`config.mk`:
```
export PLATFORM = sky130hd
export DESIGN_NAME = serial_gpio_command_parser_flat
export DESIGN_NICKNAME = d
export VERILOG_FILES = /design/src/sv/sgpio_pkg.sv /design/src/sv/sgpio_cmd_if.sv /design/src/sv/sgpio_rsp_if.sv /design/src/sv/serial_gpio_command_parser.sv /design/src/sv/sgpio_decode.sv /design/src/sv/sgpio_regfile.sv /design/src/flat_wrapper.sv
export VERILOG_INCLUDE_DIRS = /design/src /design/src/sv
export SDC_FILE = /design/constraint.sdc
export NUM_CORES = 1
export LEC_CHECK = 0
export ABC_AREA = 1
export BUFFER_PORTS_ARGS = -buffer_cell sky130_fd_sc_hd__buf_4
export CORE_ASPECT_RATIO = 2
export CORE_UTILIZATION = 50
export DETAILED_ROUTE_END_ITERATION = 6
export PLACE_DENSITY = 0.8
export RECOVER_POWER = 50
export SYNTH_ARGS = -nofsm -noshare
export SYNTH_HDL_FRONTEND = slang
export SYNTH_SLANG_ARGS = --single-unit
```
`constraint.sdc`:
```
create_clock -name clk -period 3.4 [get_ports clk]
set_input_delay 0.34 -clock clk [delete_from_list [all_inputs] [get_ports clk]]
set_output_delay 0.34 -clock clk [all_outputs]
set_load 0.1 [all_outputs]
```
`src/sv/assert_macros.svh`:
```
// assertion macros used by the gpio command parser top level
// expects signals named clk and rst_n in the module that uses them
`ifndef ASSERT_MACROS_SVH
`define ASSERT_MACROS_SVH

// condition must hold at every clock edge out of reset
`define SGPIO_ASSERT(label, cond, msg) \
    label: assert property (@(posedge clk) disable iff (!rst_n) (cond)) else $error(msg);

// same-cycle implication
`define SGPIO_ASSERT_IMPL(label, ante, cons, msg) \
    label: assert property (@(posedge clk) disable iff (!rst_n) (ante) |-> (cons)) \
        else $error(msg);

// next-cycle implication
`define SGPIO_ASSERT_NEXT(label, ante, cons, msg) \
    label: assert property (@(posedge clk) disable iff (!rst_n) (ante) |=> (cons)) \
        else $error(msg);

`endif

```
`src/sv/sgpio_pkg.sv`:
```
// shared types, constants and status codes of the gpio command parser
// no dependencies
`timescale 1ns / 1ps

package sgpio_pkg;

    // port geometry
    localparam int PORT_COUNT    = 6;
    localparam int PINS_PER_PORT = 8;
    localparam int IMG_BITS      = PORT_COUNT * PINS_PER_PORT;
    localparam int POS_W         = $clog2(IMG_BITS);
    localparam int CHAR_W        = 8;
    localparam int LEN_W         = 6;
    localparam int STATUS_W      = 3;

    typedef logic [CHAR_W-1:0]   char_t;
    typedef logic [LEN_W-1:0]    len_t;
    typedef logic [IMG_BITS-1:0] image_t;
    typedef logic [POS_W-1:0]    pos_t;
    typedef logic [STATUS_W-1:0] status_t;

    // status codes
    localparam status_t ST_WROTE     = 3'd0;
    localparam status_t ST_READ      = 3'd1;
    localparam status_t ST_TOO_SHORT = 3'd2;
    localparam status_t ST_BAD_PORT  = 3'd3;
    localparam status_t ST_BAD_PIN   = 3'd4;
    localparam status_t ST_BAD_VALUE = 3'd5;
    localparam status_t ST_BAD_CMD   = 3'd6;

    // characters of the command syntax
    localparam char_t CH_UPPER_A = 8'h41;
    localparam char_t CH_LOWER_A = 8'h61;
    localparam char_t CH_ZERO    = 8'h30;
    localparam char_t CH_ONE     = 8'h31;
    localparam char_t CH_QUERY   = 8'h3F;
    localparam char_t CH_EQUAL   = 8'h3D;

    // length thresholds
    localparam len_t MIN_LEN   = 6'd3;
    localparam len_t WRITE_LEN = 6'd4;

    // one command as held in the input register
    typedef struct packed {
        char_t  port_char;
        char_t  pin_char;
        char_t  op_char;
        char_t  value_char;
        len_t   command_length;
        image_t pad_levels;
    } cmd_t;

    // register file update request
    typedef struct packed {
        logic rd_clr;
        logic wr;
        logic value;
        pos_t pos;
    } upd_t;

    // decoder result
    typedef struct packed {
        status_t status;
        logic    level;
        char_t   echo;
        upd_t    upd;
    } dec_t;

endpackage

```
`src/sv/sgpio_cmd_if.sv`:
```
// command channel: valid/ready handshake with the command characters and pad levels
// depends on sgpio_pkg
`timescale 1ns / 1ps

interface sgpio_cmd_if;
    import sgpio_pkg::*;

    logic   valid;
    logic   ready;
    char_t  port_char;
    char_t  pin_char;
    char_t  op_char;
    char_t  value_char;
    len_t   command_length;
    image_t pad_levels;

    modport source (
        output valid, port_char, pin_char, op_char, value_char, command_length, pad_levels,
        input  ready
    );

    modport sink (
        input  valid, port_char, pin_char, op_char, value_char, command_length, pad_levels,
        output ready
    );
endinterface

```
`src/sv/sgpio_rsp_if.sv`:
```
// response channel: valid/ready handshake with status, echo and register images
// depends on sgpio_pkg
`timescale 1ns / 1ps

interface sgpio_rsp_if;
    import sgpio_pkg::*;

    logic    valid;
    logic    ready;
    status_t status;
    logic    read_level;
    char_t   offending_char;
    image_t  direction_image;
    image_t  latch_image;

    modport source (
        output valid, status, read_level, offending_char, direction_image, latch_image,
        input  ready
    );

    modport sink (
        input  valid, status, read_level, offending_char, direction_image, latch_image,
        output ready
    );
endinterface

```
`src/sv/serial_gpio_command_parser.sv`:
```
// Serial GPIO command parser top level: input register, decoder, register file,
// result register. A command passes through the input register, then the result register.
// Throughput: one command per cycle while the result register is free or rsp.ready is
// high; the direction/latch register file is read and updated between the input and result registers.
// Reset: both pipeline stages empty, all direction and latch bits zero (pins inputs).
// Depends on sgpio_pkg, sgpio_cmd_if, sgpio_rsp_if, sgpio_decode, sgpio_regfile.
`timescale 1ns / 1ps
`include "assert_macros.svh"

module serial_gpio_command_parser (
    input  logic         clk,
    input  logic         rst_n,
    sgpio_cmd_if.sink    cmd,
    sgpio_rsp_if.source  rsp
);
    import sgpio_pkg::*;

    logic    s1_valid_reg;
    cmd_t    s1_cmd_reg;
    logic    out_valid_reg;
    status_t out_status_reg;
    logic    out_level_reg;
    char_t   out_echo_reg;
    image_t  out_dir_reg;
    image_t  out_latch_reg;

    logic    s1_move;
    logic    in_take;
    dec_t    dec;
    image_t  dir_image;
    image_t  latch_image;
    image_t  dir_next;
    image_t  latch_next;

    // pipeline flow control
    assign s1_move   = s1_valid_reg && (!out_valid_reg || rsp.ready);
    assign cmd.ready = !s1_valid_reg || s1_move;
    assign in_take   = cmd.valid && cmd.ready;

    // input register
    always_ff @(posedge clk or negedge rst_n)
    begin
        if (!rst_n)
        begin
            s1_valid_reg <= 1'b0;
        end
        else if (cmd.ready)
        begin
            s1_valid_reg <= cmd.valid;
        end
    end

    always_ff @(posedge clk)
    begin
        if (in_take)
        begin
            s1_cmd_reg.port_char      <= cmd.port_char;
            s1_cmd_reg.pin_char       <= cmd.pin_char;
            s1_cmd_reg.op_char        <= cmd.op_char;
            s1_cmd_reg.value_char     <= cmd.value_char;
            s1_cmd_reg.command_length <= cmd.command_length;
            s1_cmd_reg.pad_levels     <= cmd.pad_levels;
        end
    end

    // decode and register update
    sgpio_decode u_decode (
        .cmd (s1_cmd_reg),
        .dec (dec)
    );

    sgpio_regfile u_regfile (
        .clk         (clk),
        .rst_n       (rst_n),
        .apply       (s1_move),
        .upd         (dec.upd),
        .dir_image   (dir_image),
        .latch_image (latch_image),
        .dir_next    (dir_next),
        .latch_next  (latch_next)
    );

    // result register
    always_ff @(posedge clk or negedge rst_n)
    begin
        if (!rst_n)
        begin
            out_valid_reg <= 1'b0;
        end
        else if (!out_valid_reg || rsp.ready)
        begin
            out_valid_reg <= s1_valid_reg;
        end
    end

    always_ff @(posedge clk)
    begin
        if (s1_move)
        begin
            out_status_reg <= dec.status;
            out_level_reg  <= dec.level;
            out_echo_reg   <= dec.echo;
            out_dir_reg    <= dir_next;
            out_latch_reg  <= latch_next;
        end
    end

    assign rsp.valid           = out_valid_reg;
    assign rsp.status          = out_status_reg;
    assign rsp.read_level      = out_level_reg;
    assign rsp.offending_char  = out_echo_reg;
    assign rsp.direction_image = out_dir_reg;
    assign rsp.latch_image     = out_latch_reg;

    // checks
    `SGPIO_ASSERT_IMPL(a_ready_when_out_free, !out_valid_reg, cmd.ready, "input stalled with free result register")
    `SGPIO_ASSERT_IMPL(a_latch_only_on_write, s1_move && (dec.status != ST_WROTE), latch_next == latch_image, "latch changed without a write")
    `SGPIO_ASSERT_IMPL(a_dir_only_on_access, s1_move && (dec.status != ST_WROTE) && (dec.status != ST_READ), dir_next == dir_image, "direction changed on an error")
    `SGPIO_ASSERT_NEXT(a_images_match_state, s1_move, (out_dir_reg == dir_image) && (out_latch_reg == latch_image), "result images differ from register state")
    `SGPIO_ASSERT_IMPL(a_level_only_on_read, out_valid_reg && out_level_reg, out_status_reg == ST_READ, "pad level reported outside a read")
endmodule

```
`src/sv/sgpio_decode.sv`:
```
// command decoder: checks the characters and builds status, read level, echo and register update
// depends on sgpio_pkg
`timescale 1ns / 1ps

module sgpio_decode (
    input  sgpio_pkg::cmd_t cmd,
    output sgpio_pkg::dec_t dec
);
    import sgpio_pkg::*;

    localparam char_t UPPER_END = CH_UPPER_A + CHAR_W'(PORT_COUNT);
    localparam char_t LOWER_END = CH_LOWER_A + CHAR_W'(PORT_COUNT);
    localparam char_t PIN_END   = CH_ZERO + CHAR_W'(PINS_PER_PORT);

    logic  upper_hit;
    logic  lower_hit;
    logic  port_ok;
    logic  pin_ok;
    char_t port_off;
    char_t pin_off;
    pos_t  pos;

    // port letter and pin digit
    assign upper_hit = (cmd.port_char >= CH_UPPER_A) && (cmd.port_char < UPPER_END);
    assign lower_hit = (cmd.port_char >= CH_LOWER_A) && (cmd.port_char < LOWER_END);
    assign port_ok   = upper_hit || lower_hit;
    assign port_off  = upper_hit ? (cmd.port_char - CH_UPPER_A) : (cmd.port_char - CH_LOWER_A);
    assign pin_ok    = (cmd.pin_char >= CH_ZERO) && (cmd.pin_char < PIN_END);
    assign pin_off   = cmd.pin_char - CH_ZERO;

    // packed bit position of the addressed pin
    assign pos = POS_W'(port_off) * POS_W'(PINS_PER_PORT) + POS_W'(pin_off);

    // checks in priority order
    always_comb
    begin
        dec          = '0;
        dec.upd.pos  = pos;
        dec.upd.value = (cmd.value_char == CH_ONE);
        if (cmd.command_length < MIN_LEN)
        begin
            dec.status = ST_TOO_SHORT;
        end
        else if (!port_ok)
        begin
            dec.status = ST_BAD_PORT;
            dec.echo   = cmd.port_char;
        end
        else if (!pin_ok)
        begin
            dec.status = ST_BAD_PIN;
            dec.echo   = cmd.pin_char;
        end
        else if (cmd.op_char == CH_QUERY)
        begin
            dec.status     = ST_READ;
            dec.level      = cmd.pad_levels[pos];
            dec.upd.rd_clr = 1'b1;
        end
        else if ((cmd.command_length >= WRITE_LEN) && (cmd.op_char == CH_EQUAL))
        begin
            if ((cmd.value_char == CH_ZERO) || (cmd.value_char == CH_ONE))
            begin
                dec.status = ST_WROTE;
                dec.upd.wr = 1'b1;
            end
            else
            begin
                dec.status = ST_BAD_VALUE;
                dec.echo   = cmd.value_char;
            end
        end
        else
        begin
            dec.status = ST_BAD_CMD;
            dec.echo   = cmd.port_char;
        end
    end
endmodule

```
`src/sv/sgpio_regfile.sv`:
```
// direction and output latch registers of all ports, read-modify-write via combinational next images
// depends on sgpio_pkg
`timescale 1ns / 1ps

module sgpio_regfile (
    input  logic             clk,
    input  logic             rst_n,
    input  logic             apply,
    input  sgpio_pkg::upd_t  upd,
    output sgpio_pkg::image_t dir_image,
    output sgpio_pkg::image_t latch_image,
    output sgpio_pkg::image_t dir_next,
    output sgpio_pkg::image_t latch_next
);
    import sgpio_pkg::*;

    image_t dir_reg;
    image_t latch_reg;
    image_t bit_mask;

    assign bit_mask = IMG_BITS'(1) << upd.pos;

    // next images after the pending update
    always_comb
    begin
        dir_next   = dir_reg;
        latch_next = latch_reg;
        if (apply && upd.rd_clr)
        begin
            dir_next = dir_reg & ~bit_mask;
        end
        else if (apply && upd.wr)
        begin
            dir_next   = dir_reg | bit_mask;
            latch_next = upd.value ? (latch_reg | bit_mask) : (latch_reg & ~bit_mask);
        end
    end

    // state registers, all pins inputs after reset
    always_ff @(posedge clk or negedge rst_n)
    begin
        if (!rst_n)
        begin
            dir_reg   <= '0;
            latch_reg <= '0;
        end
        else
        begin
            dir_reg   <= dir_next;
            latch_reg <= latch_next;
        end
    end

    assign dir_image   = dir_reg;
    assign latch_image = latch_reg;
endmodule
```
`src/flat_wrapper.sv`:
```
// flat-port wrapper written by rule: the top's interface ports become plain ports
module serial_gpio_command_parser_flat import sgpio_pkg::*;
  (clk, rst_n, cmd_valid, cmd_port_char, cmd_pin_char, cmd_op_char, cmd_value_char, cmd_command_length, cmd_pad_levels, cmd_ready, rsp_valid, rsp_status, rsp_read_level, rsp_offending_char, rsp_direction_image, rsp_latch_image, rsp_ready);
  sgpio_cmd_if cmd_i ();
  sgpio_rsp_if rsp_i ();
  input  logic clk;
  input  logic rst_n;
  input wire logic [$bits(cmd_i.valid)-1:0] cmd_valid;
  input wire logic [$bits(cmd_i.port_char)-1:0] cmd_port_char;
  input wire logic [$bits(cmd_i.pin_char)-1:0] cmd_pin_char;
  input wire logic [$bits(cmd_i.op_char)-1:0] cmd_op_char;
  input wire logic [$bits(cmd_i.value_char)-1:0] cmd_value_char;
  input wire logic [$bits(cmd_i.command_length)-1:0] cmd_command_length;
  input wire logic [$bits(cmd_i.pad_levels)-1:0] cmd_pad_levels;
  output wire logic [$bits(cmd_i.ready)-1:0] cmd_ready;
  output wire logic [$bits(rsp_i.valid)-1:0] rsp_valid;
  output wire logic [$bits(rsp_i.status)-1:0] rsp_status;
  output wire logic [$bits(rsp_i.read_level)-1:0] rsp_read_level;
  output wire logic [$bits(rsp_i.offending_char)-1:0] rsp_offending_char;
  output wire logic [$bits(rsp_i.direction_image)-1:0] rsp_direction_image;
  output wire logic [$bits(rsp_i.latch_image)-1:0] rsp_latch_image;
  input wire logic [$bits(rsp_i.ready)-1:0] rsp_ready;
  assign cmd_i.valid = cmd_valid;
  assign cmd_i.port_char = cmd_port_char;
  assign cmd_i.pin_char = cmd_pin_char;
  assign cmd_i.op_char = cmd_op_char;
  assign cmd_i.value_char = cmd_value_char;
  assign cmd_i.command_length = cmd_command_length;
  assign cmd_i.pad_levels = cmd_pad_levels;
  assign cmd_ready = cmd_i.ready;
  assign rsp_valid = rsp_i.valid;
  assign rsp_status = rsp_i.status;
  assign rsp_read_level = rsp_i.read_level;
  assign rsp_offending_char = rsp_i.offending_char;
  assign rsp_direction_image = rsp_i.direction_image;
  assign rsp_latch_image = rsp_i.latch_image;
  assign rsp_i.ready = rsp_ready;
  serial_gpio_command_parser u_core (.clk(clk), .rst_n(rst_n), .cmd(cmd_i), .rsp(rsp_i));
endmodule
```
Word level (Yosys, flattened, before mapping)
Cells that the tools add are included.
{"block": "op_classes", "n_mul": 0, "div_mod_pow": 0, "add_sub_neg": 4, "n_mux": 25, "n_reduce_logical": 16, "bitwise": 8, "eq_ne": 4, "shift": 1, "order_cmp": 9}
{"cell": "$mux W48", "count": 5}
{"cell": "$and A48 B48 Y48", "count": 2}
{"cell": "$or A48 B48 Y48", "count": 2}
{"cell": "$not A48 Y48", "count": 1}
{"cell": "$shl A1 B6 Y48 const A", "count": 1}
{"cell": "$mux W8", "count": 5}
{"cell": "$eq A8 B6 Y1 const B", "count": 4}
{"cell": "$ge A8 B7 Y1 const B", "count": 2}
{"cell": "$lt A8 B7 Y1 const B", "count": 2}
{"cell": "$mux W3", "count": 5}
{"cell": "$ge A8 B6 Y1 const B", "count": 1}
{"cell": "$logic_and A1 B1 Y1", "count": 8}
{"cell": "$lt A8 B6 Y1 const B", "count": 1}
{"cell": "$lt A6 B7 Y1 const B", "count": 1}
{"cell": "$add A6 B6 Y6", "count": 1}
{"cell": "$bmux W1 S6", "count": 1}
{"cell": "$ge A6 B3 Y1 const B", "count": 1}
{"cell": "$lt A6 B2 Y1 const B", "count": 1}
{"cell": "$mux W1", "count": 6}
{"cell": "$mux W2", "count": 3}
{"cell": "$sub A3 B1 Y3 const B", "count": 2}
{"cell": "$sub A6 B6 Y6 const B", "count": 1}
{"cell": "$logic_or A1 B1 Y1", "count": 4}
{"cell": "$reduce_or A4 Y1", "count": 1}
{"cell": "other kinds (3)", "count": 6}
{"block": "word_totals", "elab_cells": 83, "mem_count": 0, "register_bits": 292, "out_inout_bits": 110, "latch_bits": 0, "romBits": 0, "mem_bits_rw": 0}

Longest topological paths before layout
Gate-level depths: netlist of the first run.
{"block": "logic_depth", "depth_word": 11, "depth_mapped": 16, "depth_no_buf": 15}

Modules after synthesis
A second synthesis of the first run with hierarchy kept.
{"block": "hier_totals", "cells_unflattened": 980, "area_unflattened_um2": 11643.7}
{"module": "serial_gpio_command_parser", "n_inst": 1, "area_each_um2": 5920.7, "seq_area_each_um2": 5875.6, "cells_per_inst": 206}
{"module": "sgpio_regfile", "n_inst": 1, "area_each_um2": 4504.3, "seq_area_each_um2": 2402.3, "cells_per_inst": 528}
{"module": "sgpio_decode", "n_inst": 1, "area_each_um2": 1218.7, "seq_area_each_um2": 0.0, "cells_per_inst": 246}

Worst setup path after synthesis of the first run
Ideal clock, no wire load.
{"block": "synth_timing", "kind": "register to register", "from": "register u_core.out_valid_reg, in the netlist u_core.rsp.valid", "to": "register u_core.out_dir_reg[32], in the netlist u_core.rsp.direction_image[32] (data pin)", "setup_ns": 0.263, "required_ns": 3.137, "arrival_time_ns": 3.963, "period_less_slack_ns": 4.225, "path_stages_with_launch": 9, "setup_slack_ns": -0.825, "cell_sequence": "dfrtp_1 nand2_1 nand2_1 inv_1 nand3b_4 buf_2 buf_2 o21ai_0 nand2_1"}
{"block": "synth_between", "elab_chain_len": 6, "elab_cells_between_ends": 7}
{"item": "start: declaration", "line": "serial_gpio_command_parser.sv:20", "source": "logic out_valid_reg;"}
{"item": "start signal: assignment", "line": "serial_gpio_command_parser.sv:92", "source": "out_valid_reg <= s1_valid_reg;"}
{"item": "$logic_not A1 Y1 (*)", "line": "serial_gpio_command_parser.sv:36", "source": "assign s1_move = s1_valid_reg && (!out_valid_reg || rsp.ready);"}
{"item": "$logic_or A1 B1 Y1 (*)", "line": "serial_gpio_command_parser.sv:36"}
{"item": "$logic_and A1 B1 Y1 (*)", "line": "serial_gpio_command_parser.sv:36"}
{"item": "named net u_core.s1_move", "line": "serial_gpio_command_parser.sv:27", "source": "logic s1_move;"}
{"item": "$logic_and A1 B1 Y1", "line": "sgpio_regfile.sv:32", "source": "else if (apply && upd.wr)"}
{"item": "$mux W48", "line": "sgpio_regfile.sv:32"}
{"item": "$mux W48 (*)", "line": "sgpio_regfile.sv:28", "source": "if (apply && upd.rd_clr)"}
{"item": "named net u_core.dir_next[32]", "line": "serial_gpio_command_parser.sv:32", "source": "image_t dir_next;"}
{"item": "end signal: assignment", "line": "serial_gpio_command_parser.sv:103", "source": "out_dir_reg <= dir_next;"}
{"item": "end: declaration", "line": "serial_gpio_command_parser.sv:24", "source": "image_t out_dir_reg;"}
Mark *: on every way through the listed nets, which the timed path passes. The rest lies on a longest branch.
A chain may end at the register's enable or synchronous reset.

Final worst setup path of the first run
{"block": "layout_timing", "from": "register u_core.s1_cmd_reg[78] (netlist name)", "to": "register u_core.out_dir_reg[22], in the netlist u_core.rsp.direction_image[22] (data pin)"}
{"block": "layout_between", "elab_chain_len": 8, "elab_cells_between_ends": 21}
{"item": "start: declaration", "line": "serial_gpio_command_parser.sv:19", "source": "cmd_t s1_cmd_reg;"}
{"item": "$ge A8 B7 Y1 (tied with other cells)", "line": "sgpio_decode.sv:24", "source": "assign upper_hit = (cmd.port_char >= CH_UPPER_A) && (cmd.port_char < UPPER_END);"}
{"item": "$logic_and A1 B1 Y1, on equally long branches", "line": "sgpio_decode.sv:24, sgpio_decode.sv:25"}
{"item": "$mux W3 / $logic_or A1 B1 Y1 (equally long branches)", "line": "sgpio_decode.sv:27, sgpio_decode.sv:26"}
{"item": "$add A6 B6 Y6 / $mux W2 (equally long branches)", "line": "sgpio_decode.sv:32, sgpio_decode.sv:44"}
{"item": "$shl A1 B6 Y48 / $mux W2 (equally long branches)", "line": "sgpio_regfile.sv:21, sgpio_decode.sv:40"}
{"item": "$or A48 B48 Y48 (tied with other cells)", "line": "sgpio_regfile.sv:34", "source": "dir_next = dir_reg | bit_mask;"}
{"item": "$mux W48 / $and A48 B48 Y48 (equally long branches)", "line": "sgpio_regfile.sv:32, sgpio_regfile.sv:30"}
{"item": "$mux W48 (*)", "line": "sgpio_regfile.sv:28"}
{"item": "named net u_core.dir_next[22]", "line": "serial_gpio_command_parser.sv:32"}
Marks and branches as above.

==> metrics.cfg, run 1 <==
[run_status]
status = finished with violations
violations = DRC, capacitance limit, slew limit

[clocking]
clk_latency_ns = 0.54
cts_max_level = 1
ctsRootBufferMaster = clkbuf_16
cts_tree = done
postCtsSetupRepairBufs = 0
cts_buffer_depth = 3
cts.sinks = 292
cts_inserted_buffers = 24
path_clk_slew_ns = 0.07

[power_and_ir_drop]
leakage_nw = 6.31
power_density_nw_per_um2 = 613
ir_worst_vdd_mv = 0.497

[placement]
pre_cts_ws_ns = 0.596
place_hpwl_um = 18300
dp_cells = 1468
dpl_cell_area_um2 = 13300
place.port_buffers = 199
place.gp.congestion = 0.884

[detailed_routing]
wl_met2_um = 16000
drt_iter0_drc = 460
top_layer_used = met4
wl_per_cell_um = 18.3
wirelength_um = 29300
vias = 8416
avgViaCountPerCell = 5.27
wl_met1_um = 9690
drc_errors = 1
drt_pass1_iterations = 7
postRouteAntennaNets = 0
wl_met3_um = 1610

[setup_path]
slowest_stage = nor2_4
crit_end = u_core.rsp.direction_image[22]
r2r-start = u_core.s1_cmd_reg[78]
cp_cell_sequence = inv_1 -> ha_1 -> ha_1 -> inv_1 -> ha_1 -> inv_1 -> nor2_4 -> nand2_1 -> o21ai_1 -> nand2_1
crit_type = reg2reg
r2r_end = u_core.rsp.direction_image[22]
crit_path_start_kind = register
cp.arrival_ns = 3.12
cp-startpoint = u_core.s1_cmd_reg[78]
cp_max_fo = 17
max_stage_delay_ns = 0.46
rr_worst_depth = 10
cp-end-kind = register
regToRegSetupSlack_ns = 0.55
crit_required_ns = 3.67

[min_path]
hp-start = rsp_ready
hold_path_class = in2reg

[final_layout]
fin_cells = 1598
finalNetCount = 1396
areaGrowthSynthToFinish_pct = 26.4
fin_util_pct = 64.1
largest_reg_flops = 86
nFillCells = 1740
mostFrequentLayoutCells = nand2_1, edfxtp_1, clkbuf_1, dfrtp_1, dlygate4sd3_1
drive_above_1_share_pct = 13.4
antenna_cells = 0
postLayoutCellArea_um2 = 14500
mostFrequentLayoutCell = nand2_1

[global_route]
track_usage_pct = 25.8
grt_max_degree = 97
grt_pass1_vias = 8737
grt_pass1_wl_um = 45500
antenna_found_initial = 0
grt-ovfl-total = 0

[flow_run]
maxCapViolCount = 2

[synthesis]
yosysSeqAreaShare_pct = 72.1
syn_nets = 1107
synth_simple_gate_area_share_pct = 20.7
yosys-mux-area-fraction_pct = 0
syn-instance-count = 1011
synth-seq-cells = 292
yosys_warnings = 0
synth_area_um2 = 11500
synth_top_family_by_area = simple AND/OR/NAND/NOR gates
synth_compound_gate_area_share_pct = 2.71
syn_area_per_cell_um2 = 11.4
synthAdderAreaFrac_pct = 0.654
synth_cell_types = 33
synthXorXnorAreaFrac_pct = 0.0763

[sta]
setup_tns_ns = 0
period_minus_slack_ns = 2.85
finalHoldViolations = 0
post-route-period-util_pct = 83.8
max_slew_margin_pct = -46.1
skew_ns = 0.0124
final_max_slew_viol_count = 172
rsz0062_at_grt = no
fmax_mhz = 351
setup_violations = 0
tightestPinTransition_ns = 2.19
fin_ws_ns = 0.551

[floorplan]
fp.coreArea_um2 = 22600
fp.dieW_um = 109
std_cell_rows = 78
io_pins = 200
die_h_um = 216
die-area_um2 = 23600
start_util_pct = 50.7

==> through the flow <==
| step | hold slack [ns] | power (mW) |
|---|---|---|
| after floorplan | 0.0444 | 5.64 |
| after global placement | 0.448 | 6.12 |
| after detailed placement | 0.456 | 6.14 |
| after CTS | 0.0370 | 9.04 |
| after global routing | 0.0929 | 9.15 |
| final | 0.0928 | 8.90 |
==> worst max-delay path: cells and delay by family, from the launching register on <==
family	cells	cell delay, ns
DFF	1	0.44
and+or+nand+nor	3	0.71
AOI/OAI and AO/OA	1	0.18
adders and majority gates	3	0.94
buffers and inverters	3	0.32
==> cells by family after synthesis <==
kind of cell             Yosys count
adder cells (fa/ha/maj)            6
XOR/XNOR                           1
AND/OR/NAND/NOR                  564
buffers and inverters             87
flip-flops                       292
AO/OA/AOI/OAI                     61
==> routing by layer <==
layer | GRT usage, % | vias up
met5 | 0 | -
met4 | 16.9 | 0
met3 | 3.61 | 105
met2 | 46.9 | 327
met1 | 26.8 | 4025
li1 | - | 3959
==> cell type report <==
class | instances | area (µm²) | share of cell area, %
sequential | 292 | 8280 | 57.1
tap | 280 | 350 | 2.41
inverter | 49 | 196 | 1.35
multi-input combinational | 632 | 2780 | 19.1
timing repair buffer | 301 | 2100 | 14.5
clock inverter | 11 | 129 | 0.888
clock buffer | 33 | 676 | 4.66
==> power by group <==
part	leakage, nW	switching, mW	internal, mW
registers	3.27	0.0799	4.08
clock network	0.394	1.24	1.62
logic	2.65	1.59	0.291
==> timing repair <==
action / CTS / global route
endpoints found under the hold margin: 86 / 0
gates resized for setup: 0 / 0
setup endpoints to repair: 0 / 0
hold buffers: 86 / 0
==> worst min-delay path by stage <==
stage | to | slack [ns] | depth (start not counted)
after floorplan | u_core.rsp.valid | 0.04 | 0
after global placement | u_core.u_regfile.latch_image[32] | 0.45 | 2
after detailed placement | u_core.u_regfile.latch_image[32] | 0.46 | 2
after CTS | u_core.u_regfile.dir_image[1] | 0.04 | 1
after global routing | u_core.s1_valid_reg | 0.09 | 3
final | u_core.rsp.valid | 0.09 | 4
==> Yosys cell counts <==
library cell	instances	share of area (%)
a21o_1	1	0.065
a21oi_1	2	0.087
a31oi_1	2	0.11
and2_1	1	0.055
buf_1	5	0.16
buf_2	16	0.70
buf_4	3	0.20
buf_6	8	0.79
clkbuf_1	6	0.20
clkinv_1	4	0.13
clkinv_4	1	0.076
dfrtp_1	98	21
edfxtp_1	194	51
ha_1	6	0.65
inv_1	43	1.4
inv_2	1	0.033
nand2_1	382	12
nand2_2	6	0.33
nand2_4	1	0.098
nand3_1	81	3.5
nand3_2	1	0.087
nand3b_1	1	0.065
nand3b_4	1	0.17
nand4_1	6	0.33
nor2_1	51	1.7
nor2_2	10	0.55
nor2_4	5	0.49
nor3_1	16	0.70
nor3_2	2	0.17
o21ai_0	31	1.4
o21ai_1	24	1.0
o22ai_1	1	0.055
xnor2_1	1	0.076
No activity file was read; power rests on OpenSTA's default activity.
==> run 2, diff against run 1 <==
==> constraint.sdc (replaced) <==
create_clock -name clk -period 2.5 [get_ports clk]
set_input_delay 0.25 -clock clk [delete_from_list [all_inputs] [get_ports clk]]
set_output_delay 0.25 -clock clk [all_outputs]
set_load 0.1 [all_outputs]
==> run 2 against run 1 <==
The flow now finishes without violations. Combinational power rose by 44%. Total power rose by 38%. Non-clock buffer count rose by 40. Cell count rose by 2.6%. Maximum frequency rose by 17%.
==> metrics.cfg, run 2 (synthesis gave the netlist of run 1 again) <==
[run_status]
status = finished clean

[power_and_ir_drop]
ir_worst_vdd_mv = 0.713  ; +43%
p_total_mw = 12.2  ; +38%
leakage_nw = 6.52  ; +3.3%
pwr-share-seq_pct = 46.0  ; -0.7 points
internal_power_mw = 8.26  ; +38%
p_clk_share_pct = 31.9  ; -0.3 points
power_density_nw_per_um2 = 816  ; +33%
swShare_pct = 32.6  ; -0.12 points
p_comb_share_pct = 22.1  ; +1.0 points
p_sw_mw = 3.99  ; +37%

[clocking]
cts.sinks = 292  ; unchanged
cts_max_level = 1  ; unchanged
clk_latency_ns = 0.54  ; about the same
cts_inserted_buffers = 24  ; unchanged
ctsRootBufferMaster = clkbuf_16
cts_buffer_depth = 3  ; unchanged
path_clk_slew_ns = 0.07  ; about the same
cts_tree = done

[floorplan]
io_pins = 200  ; unchanged
die-area_um2 = 23600  ; unchanged
start_util_pct = 50.7  ; unchanged
fp.coreArea_um2 = 22600  ; unchanged
std_cell_rows = 78  ; unchanged
die_h_um = 216  ; unchanged
fp.dieW_um = 109  ; unchanged

[global_route]
grt.met2_usage_pct = 47.3  ; +0.40 points
grtUsageMet1_pct = 27.1  ; +0.37 points
grt_pass1_vias = 8498  ; -2.7%
track_usage_pct = 25.7  ; -0.14 points
antenna_found_initial = 1  ; +1
grt-ovfl-total = 0  ; unchanged
grt_util_met3_pct = 3.25  ; -0.36 points
grt_pass1_wl_um = 45100  ; -0.71%
grt_max_degree = 71  ; -27%
grt-busiest-layer = met2

[sta]
period_minus_slack_ns = 2.43  ; -0.422 ns
setup_tns_ns = 0  ; unchanged
skew_ns = 0.0113  ; -0.00110 ns
fin_ws_ns = 0.0730  ; -0.478 ns
setup_violations = 0  ; unchanged
hold_ws_ns = 0.00507  ; -0.0877 ns
final_max_slew_viol_count = 0  ; -100%
post-route-period-util_pct = 97.1  ; +13 points
max_slew_margin_pct = 11.7  ; +58 points
rsz0062_at_grt = yes
fmax_mhz = 412  ; +17%
finalHoldViolations = 0  ; unchanged
tightestPinTransition_ns = 1.33  ; -0.861 ns

[detailed_routing]
drt_pass1_iterations = 5  ; -2
vias = 8549  ; +1.6%
wirelength_um = 29600  ; +1.2%
wl_per_cell_um = 18.1  ; -1.3%
drc_errors = 0  ; -1
postRouteAntennaNets = 0  ; unchanged
avgViaCountPerCell = 5.22  ; -0.96%
drt_iter0_drc = 478  ; +3.9%

[final_layout]
final-seq-area_um2 = 8280  ; about the same
drive_above_1_share_pct = 16.6  ; +3.2 points
mostFrequentLayoutCell = nand2_1
largest_reg_flops = 86  ; unchanged
areaGrowthSynthToFinish_pct = 30.8
fin_cells = 1639  ; +2.6%
finalNetCount = 1436  ; +2.9%
mostFrequentLayoutCells = nand2_1, edfxtp_1, clkbuf_1, dfrtp_1, dlygate4sd3_1
multiInputGateArea_um2 = 2860  ; +3.0%
nFillCells = 1712  ; -1.6%

[setup_path]
cp-startpoint = u_core.s1_cmd_reg[79]
cp_max_fo = 15  ; -2
r2r-start = u_core.s1_cmd_reg[79]
cp-end-kind = register
cp.arrival_ns = 2.71  ; -0.41 ns
crit_type = reg2reg
crit_path_start_kind = register
crit_required_ns = 2.78  ; -0.89 ns

[placement]
place_hpwl_um = 19400  ; +6.2%
pre_cts_ws_ns = -0.0771  ; -0.673 ns
dp_cells = 1502  ; +2.3%
place.port_buffers = 199  ; unchanged
place.gp.congestion = 0.884  ; about the same

[min_path]
hp-start = rsp_ready
hold_path_class = in2reg

[flow_run]
maxCapViolCount = 0  ; -2

run 2: cell count changes in the layout (fill, tap and decap cells not counted), sizes merged:
cell / before / now
buf: 25 / 53
clkbuf: 223 / 231
clkinvlp: 2 / 5
dlygate4sd3: 86 / 88
clkinv: 13 / 12
diode: 0 / 1
run 2: layout make-up:
class	count	share of cell area, %
sequential	292	55.2
multi-input combinational	632	19.1
timing repair buffer	341	16.7
clock buffer	31	4.45
tap	280	2.33
inverter	49	1.29
clock inverter	13	0.975
antenna	1	0.0167
run 2: routing by layer:
metal	routed length, µm	share of wire, %
met3	1500	5.1
met1	9870	33
met2	16400	55
met4	1820	6.1
met5	0	0
run 2: critical path, cell delays in order (launching register included):
cell	delay, ns
edfxtp_1	0.40
inv_2	0.08
ha_1	0.22
ha_1	0.28
inv_1	0.06
ha_2	0.19
nand3_1	0.15
nand2_4	0.15
nand2_2	0.08
buf_12	0.16
nor2_1	0.16
nand2_1	0.10
nand2_1	0.06
nand2_1	0.07
run 2: through the flow:
| step | util [%] | cell area (µm²) |
|---|---|---|
| floorplan | - | 11500 |
| global placement | 60.2 | 13600 |
| detailed placement | 60.2 | 13600 |
| CTS | 67.7 | 15300 |
| global route | 66.3 | 15000 |
| finish | 66.3 | 15000 |
run 2: worst paths after layout:
path | slack [ns] | end | depth (start not counted)
max | 0.07 | u_core.rsp.latch_image[22] | 13
min | 0.005 | u_core.rsp.valid | 4
max reg2reg | 0.07 | u_core.rsp.latch_image[22] | 13
min reg2reg | 0.48 | u_core.u_regfile.latch_image[0] | 2
max in group asynchronous | 0.38 | u_core.u_regfile.dir_image[28] | 3
min in group asynchronous | 0.42 | u_core.rsp.valid | 2
run 2: power groups by stage:
| stage | clock network, mW | logic, mW | registers (mW) |
|---|---|---|---|
| 2_1_floorplan | 0 | 0.553 | 7.12 |
| 3_3_place_gp | 0 | 2.72 | 5.73 |
| 3_5_place_dp | 0 | 2.74 | 5.74 |
| 4_1_cts | 3.95 | 2.86 | 5.64 |
| 5_1_grt | 4.13 | 2.82 | 5.66 |
| 6_report | 3.91 | 2.70 | 5.64 |
run 2: what timing repair did:
action | CTS | global route
hold endpoints to repair | 122 | 0
resized for setup | 2 | 26
setup endpoints to repair | 17 | 77
pin swaps | 1 | 3
hold buffers | 88 | 0
setup buffers | 0 | 3
gates cloned | 0 | 1
==> run 3, diff against run 2 <==
--- a/config.mk
+++ b/config.mk
@@ -9,9 +9,9 @@
 export ABC_AREA = 1
 export BUFFER_PORTS_ARGS = -buffer_cell sky130_fd_sc_hd__buf_4
 export CORE_ASPECT_RATIO = 2
-export CORE_UTILIZATION = 50
+export CORE_UTILIZATION = 40
 export DETAILED_ROUTE_END_ITERATION = 6
-export PLACE_DENSITY = 0.8
+export PLACE_DENSITY = 0.68
 export RECOVER_POWER = 50
 export SYNTH_ARGS = -nofsm -noshare
 export SYNTH_HDL_FRONTEND = slang
==> run 3 against run 2 <==
Flip-flop and latch count unchanged. Critical path depth increased by 2. Clock-buffer cell count unchanged. Maximum frequency decreased by 0.80%. Worst hold slack improved by 0.41 ns. Non-clock buffer count increased by 25. Wire length increased by 8.2%. Cell count increased by 6.2%. Critical endpoint is now u_core.rsp.latch_image[47].
==> metrics.cfg, run 3 (synthesis gave the netlist of run 1 again) <==
[global_route]
grt_max_degree = 109  ; +54%
antenna_found_initial = 0  ; -1
grt_pass1_wl_um = 46400  ; +2.9%
grt-ovfl-total = 0  ; unchanged
grt_pass1_vias = 8621  ; +1.4%
track_usage_pct = 21.1  ; -4.6 points

[floorplan]
fp.dieW_um = 122  ; +12%
start_util_pct = 40.7  ; -10 points
std_cell_rows = 87  ; +12%
fp.coreArea_um2 = 28200  ; +25%
die_h_um = 242  ; +12%
die-area_um2 = 29400  ; +25%
io_pins = 200  ; unchanged

[clocking]
cts_buffer_depth = 3  ; unchanged
path_clk_slew_ns = 0.07  ; about the same
cts_max_level = 1  ; unchanged
cts_inserted_buffers = 25  ; +4.2%
ctsRootBufferMaster = clkbuf_16
clk_latency_ns = 0.54  ; about the same
cts.sinks = 292  ; unchanged
cts_tree = done

[final_layout]
antenna_cells = 0  ; -1
areaGrowthSynthToFinish_pct = 39.2
mostFrequentLayoutCells = nand2_1, edfxtp_1, buf_4, dfrtp_1, dlygate4sd3_1
drive_above_1_share_pct = 28.2  ; +12 points
mostFrequentLayoutCell = nand2_1
largest_reg_flops = 86  ; unchanged
fin_util_pct = 56.7  ; -9.6 points
finalNetCount = 1462  ; +1.8%

[detailed_routing]
drt_iter0_drc = 499  ; +4.4%
avgViaCountPerCell = 4.98  ; -4.6%
wirelength_um = 32000  ; +8.2%
postRouteAntennaNets = 0  ; unchanged
vias = 8662  ; +1.3%
drc_errors = 0  ; unchanged
drt_pass1_iterations = 5  ; unchanged
wl_per_cell_um = 18.4  ; +1.9%

[setup_path]
cp_top_family = buffers and inverters
r2r_end = u_core.rsp.latch_image[47]
r2r-start = u_core.s1_cmd_reg[78]
rr_worst_depth = 15  ; +2
slowest_stage = edfxtp_1
cp_cell_sequence = buf_6 -> buf_4 -> ha_1 -> nor2_1 -> nor2_4 -> nand2_4 -> clkinv_4 -> nand2_4 -> nor2_4 -> buf_12 -> buf_12 -> buf_4 -> clkbuf_16 -> nand3_1 -> nand2_2
cp.arrival_ns = 2.74  ; +0.03 ns
crit_required_ns = 2.79  ; about the same
path_buf_inv = 7  ; +4
regToRegSetupSlack_ns = 0.05  ; -0.02 ns
crit_end = u_core.rsp.latch_image[47]
cp-startpoint = u_core.s1_cmd_reg[78]
crit_type = reg2reg
worst-path-stages = 15  ; +2
max_stage_delay_ns = 0.42  ; +0.02 ns
crit_path_start_kind = register
cp-end-kind = register
cp_max_fo = 8  ; -7

[sta]
post-route-period-util_pct = 97.9  ; +0.78 points
tightestPinTransition_ns = 0.999  ; -0.331 ns
setup_violations = 0  ; unchanged
final_max_slew_viol_count = 0  ; unchanged
period_minus_slack_ns = 2.45  ; +0.0196 ns
fmax_mhz = 409  ; -0.80%
finalHoldViolations = 0  ; unchanged
max_slew_margin_pct = 33.4  ; +22 points
hold_ws_ns = 0.413  ; +0.408 ns
skew_ns = 0.0145  ; +0.00316 ns
rsz0062_at_grt = yes

[flow_run]
maxCapViolCount = 0  ; unchanged

[power_and_ir_drop]
p_total_mw = 12.4  ; +1.3%
power_density_nw_per_um2 = 776  ; -4.9%
ir_worst_vdd_mv = 0.649  ; -9.0%
leakage_nw = 7.13  ; +9.3%

[placement]
place.gp.congestion = 0.814  ; -7.9%
place_hpwl_um = 20500  ; +5.5%
place.port_buffers = 199  ; unchanged

[min_path]
hold_path_class = in2async

[run_status]
status = finished clean

[run 3: cell types whose count changed in the layout (fill, tap and decap cells not counted), sizes merged]
cell,before,now
dlygate4sd3,88,89
diode,1,0
buf,53,181
inv,42,46
clkbuf,231,127
clkinv,12,10
clkinvlp,5,6
bufinv,3,1
[run 3: timing repair]
item | in CTS | in global routing
resized for setup | 5 | 53
gates cloned | 0 | 9
pin swaps | 0 | 16
setup endpoints to repair | 22 | 69
buffers inserted | 0 | 17
endpoints found under the hold margin | 120 | 0
hold buffers | 89 | 0
[run 3: metrics by stage]
step           TNS [ns]  setup WS (ns)  cells  cell area [µm²]
3_3_place_gp          0         0.0371   1580            13800
3_5_place_dp     -0.658        -0.0590   1580            13800
6_report              0         0.0534   1740            16000
2_1_floorplan   -206.45         -0.686   1011            11500
5_1_grt          -0.487        -0.0364   1740            16000
4_1_cts               0         0.0641   1714            15500
[run 3: area by class of cell]
cell class | instances | area, µm²
clock buffer | 31 | 669
clock inverter | 14 | 114
fill | 2315 | 12200
inverter | 49 | 196
multi-input combinational | 632 | 2960
sequential | 292 | 8280
tap | 356 | 445
timing repair buffer | 366 | 3310
[run 3: worst min path at each step]
| stage | to | cells after the start | slack [ns] | start |
|---|---|---|---|---|
| 4_1_cts | u_core.u_regfile.dir_image[23] | 2 | 0.22 | rst_n |
| 6_report | u_core.u_regfile.dir_image[23] | 2 | 0.41 | rst_n |
| 3_5_place_dp | u_core.u_regfile.dir_image[23] | 1 | 0.25 | rst_n |
| 3_3_place_gp | u_core.rsp.valid | 1 | 0.25 | rst_n |
| 5_1_grt | u_core.s1_cmd_reg[31] | 2 | 0.43 | cmd_pad_levels[31] |
| 2_1_floorplan | u_core.s1_valid_reg | 0 | -0.05 | rst_n |
[run 3: worst reg2reg max path: stages, from the launching register on]
cell       delay (ns)
edfxtp_1         0.42
buf_6            0.15
buf_4            0.12
ha_1             0.19
nor2_1           0.23
nor2_4           0.08
nand2_4          0.08
clkinv_4         0.07
nand2_4          0.07
nor2_4           0.06
buf_12           0.14
buf_12           0.14
buf_4            0.14
clkbuf_16        0.16
nand3_1          0.10
nand2_2          0.08
[run 3: power by group]
group / switching, mW / internal (mW)
clock network: 1.75 / 2.03
registers: 0.114 / 5.54
logic: 2.25 / 0.727
total: 4.11 / 8.29
[run 3: per-layer routing]
layer	track usage, %	share of wire (%)	vias to the layer above
met5	0	0	-
met4	12.0	7.0	0
met3	2.55	4.7	108
met2	39.5	56	320
met1	21.8	32	4140
li1	-	-	4094
